`config.mk`:
```
export PLATFORM = sky130hd
export DESIGN_NAME = mif_msg_dec
export DESIGN_NICKNAME = d
export VERILOG_FILES = /design/src/hw/rtl/mif_pkg.sv /design/src/hw/rtl/mif_msg_dec.sv
export SDC_FILE = /design/constraint.sdc
export NUM_CORES = 1
export LEC_CHECK = 0
export BUFFER_PORTS_ARGS = -buffer_cell sky130_fd_sc_hd__buf_2
export CAP_MARGIN = 30
export CORE_MARGIN = 1
export CORE_UTILIZATION = 31
export DETAILED_ROUTE_END_ITERATION = 7
export PLACE_DENSITY = 0.91
export SLEW_MARGIN = 20
export SYNTH_ARGS = -nofsm -noshare
export SYNTH_HDL_FRONTEND = slang
export SYNTH_SLANG_ARGS = --single-unit
```
`constraint.sdc`:
```
create_clock -name vclk -period 1.4
set_input_delay 0.07 -clock vclk [all_inputs]
set_output_delay 0.07 -clock vclk [all_outputs]
set_load 0.01 [all_outputs]
```
`src/hw/rtl/mif_pkg.sv`:
```
// Package for the MIDI input filter FIFO: sizes, operation codes, status bytes,
// sync event codes and the decoded-message struct.
// No dependencies.
package mif_pkg;

  localparam int QUEUE_DEPTH = 1024;
  localparam int PTR_W       = $clog2(QUEUE_DEPTH);
  localparam int CNT_W       = $clog2(QUEUE_DEPTH + 1);
  localparam int WORD_W      = 24;

  typedef enum logic [1:0] {
    MODE_ARRIVE = 2'd0,
    MODE_POP    = 2'd1,
    MODE_PEEK   = 2'd2,
    MODE_CLEAR  = 2'd3
  } mode_t;

  typedef enum logic [2:0] {
    EV_NONE     = 3'd0,
    EV_START    = 3'd1,
    EV_CONTINUE = 3'd2,
    EV_STOP     = 3'd3,
    EV_SONGPOS  = 3'd4
  } sync_evt_t;

  localparam logic [7:0] ST_SYSTEM   = 8'hF0;
  localparam logic [3:0] ST_NOTE_OFF = 4'h8;
  localparam logic [3:0] ST_NOTE_ON  = 4'h9;
  localparam logic [7:0] ST_CLOCK    = 8'hF8;
  localparam logic [7:0] ST_SONGPOS  = 8'hF2;
  localparam logic [7:0] ST_START    = 8'hFA;
  localparam logic [7:0] ST_CONTINUE = 8'hFB;
  localparam logic [7:0] ST_STOP     = 8'hFC;

  typedef struct packed {
    logic [WORD_W-1:0] word;
    logic              enq;
    logic              clk_inc;
    logic              clk_clr;
    sync_evt_t         evt;
    logic [13:0]       spos;
  } msg_info_t;

endpackage

```
`src/hw/rtl/mif_msg_dec.sv`:
```
// Message decoder: packs a MIDI message into a word, rewrites silent note-on,
// classifies queueing and sync actions. Depends on mif_pkg.
module mif_msg_dec (
  input  logic              sync_en,
  input  logic [1:0]        msg_len,
  input  logic [7:0]        status_byte,
  input  logic [7:0]        data_one,
  input  logic [7:0]        data_two,
  output mif_pkg::msg_info_t info
);
  import mif_pkg::*;

  logic [7:0] d1;
  logic [7:0] d2;
  logic [7:0] st_out;
  logic       live;
  logic       sync_on;

  assign live    = (msg_len != 2'd0);
  assign d1      = (msg_len >= 2'd2) ? data_one : 8'h00;
  assign d2      = (msg_len == 2'd3) ? data_two : 8'h00;
  assign sync_on = live && sync_en;

  // silent note-on becomes note-off on the same channel
  assign st_out = (status_byte[7:4] == ST_NOTE_ON && d2 == 8'h00) ?
                  {ST_NOTE_OFF, status_byte[3:0]} : status_byte;

  always_comb begin
    info.word    = {d2, d1, st_out};
    info.enq     = live && (status_byte < ST_SYSTEM);
    info.clk_inc = 1'b0;
    info.clk_clr = 1'b0;
    info.evt     = EV_NONE;
    info.spos    = 14'd0;
    if (sync_on) begin
      unique case (status_byte)
        ST_CLOCK: begin
          info.clk_inc = 1'b1;
        end
        ST_SONGPOS: begin
          info.evt  = EV_SONGPOS;
          info.spos = {d2[6:0], d1[6:0]};
        end
        ST_START: begin
          info.evt     = EV_START;
          info.clk_clr = 1'b1;
        end
        ST_CONTINUE: begin
          info.evt     = EV_CONTINUE;
          info.clk_clr = 1'b1;
        end
        ST_STOP: begin
          info.evt     = EV_STOP;
          info.clk_clr = 1'b1;
        end
        default: begin
        end
      endcase
    end
  end

endmodule

```
==> flow_summary.ini, run 1 <==
[setup_path]
cp.buffers_inverters = 2
start_kind = primary input
arrival_ns = 1.11
cp_top_family = simple AND/OR/NAND/NOR gates
crit_fanout = 3
worst_setup_path_end_kind = output pin
cp_cell_sequence = buf_2, or4_1, o21ai_1, a31oi_1, buf_2
crit_path_max_incr_delay_ns = 0.53
worstSetupPathType = in2out
cpMaxStageDelayCell = or4_1
critPathRequiredTime_ns = 1.33
crit_top_cell = buf_2

[synthesis]
synth_top_family_by_area = simple AND/OR/NAND/NOR gates
synth-simple-area-share_pct = 75.2
synth_cells = 63
synthDistinctLibCells = 24
synthTopCellsByArea = and2_1 17%, and3_1 14%, and2_2 11%
ys_seq_area_share_pct = 0
yosysTopAreaCellShare_pct = 16.8
synth_area_leader_cell = and2_1
synthAdderAreaFrac_pct = 0
ys_warn_count = 0
synth_xor_xnor_area_share_pct = 2.14
syn_area_um2 = 409
postSynthAreaPerCell_um2 = 6.49
synth_compound_area_share_pct = 7.03
synthMuxAreaShare_pct = 0
syn-num-nets = 90

[sta]
rsz0062_at_grt = no
drv_slew = 0
relSlewSlack_pct = 84.4
fin_tns_setup_ns = 0
period_minus_slack_ns = 1.18
timing.final.crit_share_pct = 84.1
setup_viol = 0
fmax_mhz = 849
hold_violations = 0
layout_setup_ws_ns = 0.222
tightest_slew_ns = 0.235

[grt]
grt_first_pass_wirelength_um = 1870
antenna_found_initial = 0
grt_use_total_pct = 16.9
grt_max_degree = 20
grt_pass1_vias = 463
overflow = 0

[clocking]
cts_hold_buf = 0
post_cts.repair.setup_buffers = 0
cts_resized = 0

[drt]
finalWirelength_um = 1450
vias = 666
postRouteAntennaNets = 0
via_per_inst = 4.83
wl_per_cell_um = 10.5
first_pass_iters = 4
drc = 0
initialDrtViolationCount = 7

[pwr]
switching_share_pct = 51.7
power.total_mw = 0.147
leakagePower_nw = 0.497
power.density_nw_per_um2 = 204
clockPowerShare_pct = 0
ir_drop_uv = 98.8
net-switching-power_mw = 0.0762
p_int_mw = 0.0713
seqPwrFrac_pct = 0
p_comb_share_pct = 100.0

[worst_hold_path]
min_path_type = in2out

[floorplanning]
fp.dieW_um = 38.3
ios = 71
start_util_pct = 34.9
core_area_um2 = 1170
die_y_um = 38.3
rows = 12
dieArea_um2 = 1470

[finish]
nFillCells = 96
layout_common_cells = 71 x buf_2, 11 x and2_1, 9 x and3_1, 6 x and2_2, 5 x and3_2
nNetsFinal = 153
layout_commonest_cell = buf_2
area_growth_pct = 76.5
diodes = 0
final_layout_size_suffix_gt1_share_pct = 67.7
multi_input_area_um2 = 345
finalNonFillerCells = 138
seq_cells = 0
regArea_um2 = 0
stdcell_area_um2 = 722
nClkBuffers = 0

[placed_design]
port_buffers = 71
routabilityCongestion = 0.714
dpl.cell_count = 138
dp_worst_setup_slack_ns = 0.204
placed_cell_area_um2 = 722

[flow_run]
cap_viol_max_count = 0

[status]
status = finished, final reports clean
==> power by group through the flow <==
stage | registers [mW] | clock network [mW] | logic, mW
global route | 0 | 0 | 0.163
CTS | 0 | 0 | 0.148
global placement | 0 | 0 | 0.144
floorplan | 0 | 0 | 0.0717
finish | 0 | 0 | 0.147
detailed placement | 0 | 0 | 0.148
==> per-stage QoR <==
stage	hold WS [ns]	util [%]
after floorplan	0.190	-
after global placement	0.349	61.6
after detailed placement	0.352	61.6
after CTS	0.352	61.6
after global routing	0.367	61.6
final	0.353	61.6
==> worst paths after layout <==
kind                  endpoint      startpoint  cells past startpoint  slack, ns
worst max-delay path  info[24]     data_two[6]                      5       0.22
worst min-delay path  info[26]  status_byte[6]                      2       0.35
==> cell families after synthesis <==
| family | count (synthesis) |
|---|---|
| simple gates | 46 |
| buf+inv | 11 |
| compound gates | 5 |
| xor+xnor | 1 |
==> final cells by class <==
| cell class | instances | area share, % |
|---|---|---|
| Multi-Input combinational cell | 52 | 47.8 |
| Tap cell | 14 | 2.43 |
| Timing Repair Buffer | 71 | 49.2 |
| Inverter | 1 | 0.520 |
==> layer usage <==
layer	routed length [µm]	track usage, %	vias up
met5	0	0	-
met4	0	0	0
met3	152	0.581	0
met2	733	36.9	41
met1	566	18.2	284
li1	-	-	341
==> synth_stat cells <==
library cell  count
and2_1           11
and3_1            9
and2_2            6
and3_2            5
clkbuf_1          5
buf_4             4
nor2_1            4
a21oi_1           2
or4_1             2
a31oi_1           1
and3_4            1
and4_1            1
buf_6             1
inv_1             1
nand2_1           1
nand3_1           1
nand3b_1          1
nor3_1            1
nor4_1            1
nor4b_2           1
o21a_1            1
o21ai_1           1
or2b_1            1
xnor2_1           1
(Power assumes the default switching activity.)
==> run 2, diff against run 1 <==
--- a/config.mk
+++ b/config.mk
@@ -5,12 +5,13 @@
 export SDC_FILE = /design/constraint.sdc
 export NUM_CORES = 1
 export LEC_CHECK = 0
+export ABC_AREA = 1
 export BUFFER_PORTS_ARGS = -buffer_cell sky130_fd_sc_hd__buf_2
 export CAP_MARGIN = 30
 export CORE_MARGIN = 1
-export CORE_UTILIZATION = 31
+export CORE_UTILIZATION = 28
 export DETAILED_ROUTE_END_ITERATION = 7
-export PLACE_DENSITY = 0.91
+export PLACE_DENSITY = 0.81
 export SLEW_MARGIN = 20
 export SYNTH_ARGS = -nofsm -noshare
 export SYNTH_HDL_FRONTEND = slang
==> constraint.sdc (replaced) <==
create_clock -name vclk -period 1
set_input_delay 0.05 -clock vclk [all_inputs]
set_output_delay 0.05 -clock vclk [all_outputs]
set_load 0.01 [all_outputs]
==> run 2 against run 1 <==
  * The flow now finishes with violations (negative setup slack)
  * Worst setup slack got worse by 0.24 ns
  * Count of clock-buffer cells in the layout is the same
  * Worst hold slack worse by 0.067 ns
  * Global-route usage increased by 2.6 points
  * Sequential share of layout area unchanged
  * Cell area up 33%
  * Critical endpoint is now info[6]
  * Sequential cell count unchanged
  * Utilization up 1.6 points
  * Cell count is 35% higher
  * Non-clock buffer count increased by 9
  * Critical path depth up 1
  * Synthesized cell count increased by 56%
==> flow_summary.ini, run 2 <==
[status]
status = finished with violations
violations = negative setup slack

[drt]
initialDrtViolationCount = 13
via_per_inst = 4.42
postRouteAntennaNets = 0
wl_per_cell_um = 10.2
first_pass_iters = 4
finalWirelength_um = 1900
drc = 0
vias = 822

[finish]
nClkBuffers = 0
layout_common_cells = 64 x buf_2, 24 x inv_1, 19 x nand2_1, 15 x nor2_1, 13 x nor2_2
layout_commonest_cell = buf_2
seq_cells = 0
regArea_um2 = 0
diodes = 0
area_growth_pct = 106
final_layout_size_suffix_gt1_share_pct = 62.4
nNetsFinal = 199

[synthesis]
yosysTopAreaCellShare_pct = 20.1
postSynthAreaPerCell_um2 = 4.76
synthTopCellsByArea = inv_1 20%, nand2_1 17%, nor2_1 17%
synthDistinctLibCells = 14
ys_seq_area_share_pct = 0
synth_area_leader_cell = inv_1
syn_area_um2 = 467
ys_warn_count = 0
synth_cells = 98
yosysMostFrequentCell = inv_1
syn-num-nets = 125
synthTopCellsByCount = 25 x inv_1, 21 x nand2_1, 21 x nor2_1

[sta]
timing.final.crit_share_pct = 102
period_minus_slack_ns = 1.02
fmax_mhz = 984
tightest_slew_ns = 0.299
hold_violations = 0
fin_tns_setup_ns = -0.0349
layout_setup_ws_ns = -0.0161
rsz0062_at_grt = yes
setup_viol = 3
drv_slew = 0
relSlewSlack_pct = 80.0

[flow_run]
cap_viol_max_count = 0

[floorplanning]
start_util_pct = 30.6
die_y_um = 42.8
dieArea_um2 = 1830
ios = 71
fp.dieW_um = 42.8
rows = 14
core_area_um2 = 1520

[grt]
overflow = 0
grt_use_total_pct = 19.5
antenna_found_initial = 0
grt_pass1_vias = 716
grt_first_pass_wirelength_um = 2890
grt_max_degree = 9

[setup_path]
worstSetupPathType = in2out
crit_fanout = 8
worst_setup_path_end_kind = output pin
critPathRequiredTime_ns = 0.95
start_kind = primary input
arrival_ns = 0.97

[pwr]
leakagePower_nw = 0.687
ir_drop_uv = 171
power.density_nw_per_um2 = 293
power.total_mw = 0.282

[worst_hold_path]
min_path_type = in2out
whs_path_depth = 2
whs_endpoint = info[25]
min-delay-start = status_byte[5]

[placed_design]
port_buffers = 71
hpwl_um = 1360
routabilityCongestion = 0.741

[clocking]
cts_hold_buf = 0
==> run 2: worst max-delay path, cell delays in order <==
cell and delay, ns:
buf_6 0.08, nand4_1 0.17, nor2_4 0.22, nand3_4 0.17, nor2_1 0.13, buf_2 0.14
==> run 2: cell families after synthesis <==
family	count (synthesis)	synth area share (%)
AOI/OAI and AO/OA	2	2.95
buffers and inverters	34	33.8
and+or+nand+nor	62	63.3
==> run 2: what timing repair did <==
item,4_1_cts,5_1_grt
setup buffers,1,0
gates cloned,1,0
resized for setup,7,17
pin swaps,3,7
endpoints found under the setup margin,14,20
==> run 2: layout make-up <==
type | count | area, µm²
Timing Repair Buffer | 80 | 470
Multi-Input combinational cell | 65 | 379
Inverter | 25 | 93.8
Tap cell | 16 | 20.0
Fill cell | 148 | 561
==> run 2: how the worst max path moves through the flow <==
stage	slack (ns)	endpoint	cells past startpoint	startpoint
6_report	-0.02	info[6]	6	status_byte[7]
5_1_grt	-0.1	info[6]	6	status_byte[7]
4_1_cts	-0.04	info[17]	7	status_byte[4]
3_5_place_dp	-0.05	info[6]	6	status_byte[7]
3_3_place_gp	0.0002	info[7]	6	status_byte[7]
2_1_floorplan	0.21	info[0]	5	status_byte[7]
==> run 2: report_power, final <==
group          switching (mW)  internal, mW  leakage [nW]
logic                   0.153         0.129         0.687
clock network               0             0             0
registers                   0             0             0
==> run 2: stage by stage <==
step / hold slack (ns) / cell area (µm²) / utilization (%) / setup slack, ns / instances
after floorplan: 0.192 / 467 / - / 0.206 / 98
final: 0.285 / 963 / 63.2 / -0.0161 / 186
after detailed placement: 0.315 / 838 / 55.0 / -0.0544 / 184
after CTS: 0.287 / 893 / 58.6 / -0.0383 / 186
after global placement: 0.313 / 838 / 55.0 / 0.000154 / 184
after global routing: 0.298 / 963 / 63.2 / -0.0955 / 186
==> run 2: metal layers <==
| layer | track usage (%) | share of wire [%] | wire [µm] |
|---|---|---|---|
| met1 | 21.5 | 37 | 692 |
| met2 | 39.1 | 52 | 977 |
| met3 | 1.70 | 9.7 | 184 |
| met4 | 3.75 | 2.2 | 41 |
| met5 | 0 | 0 | 0 |
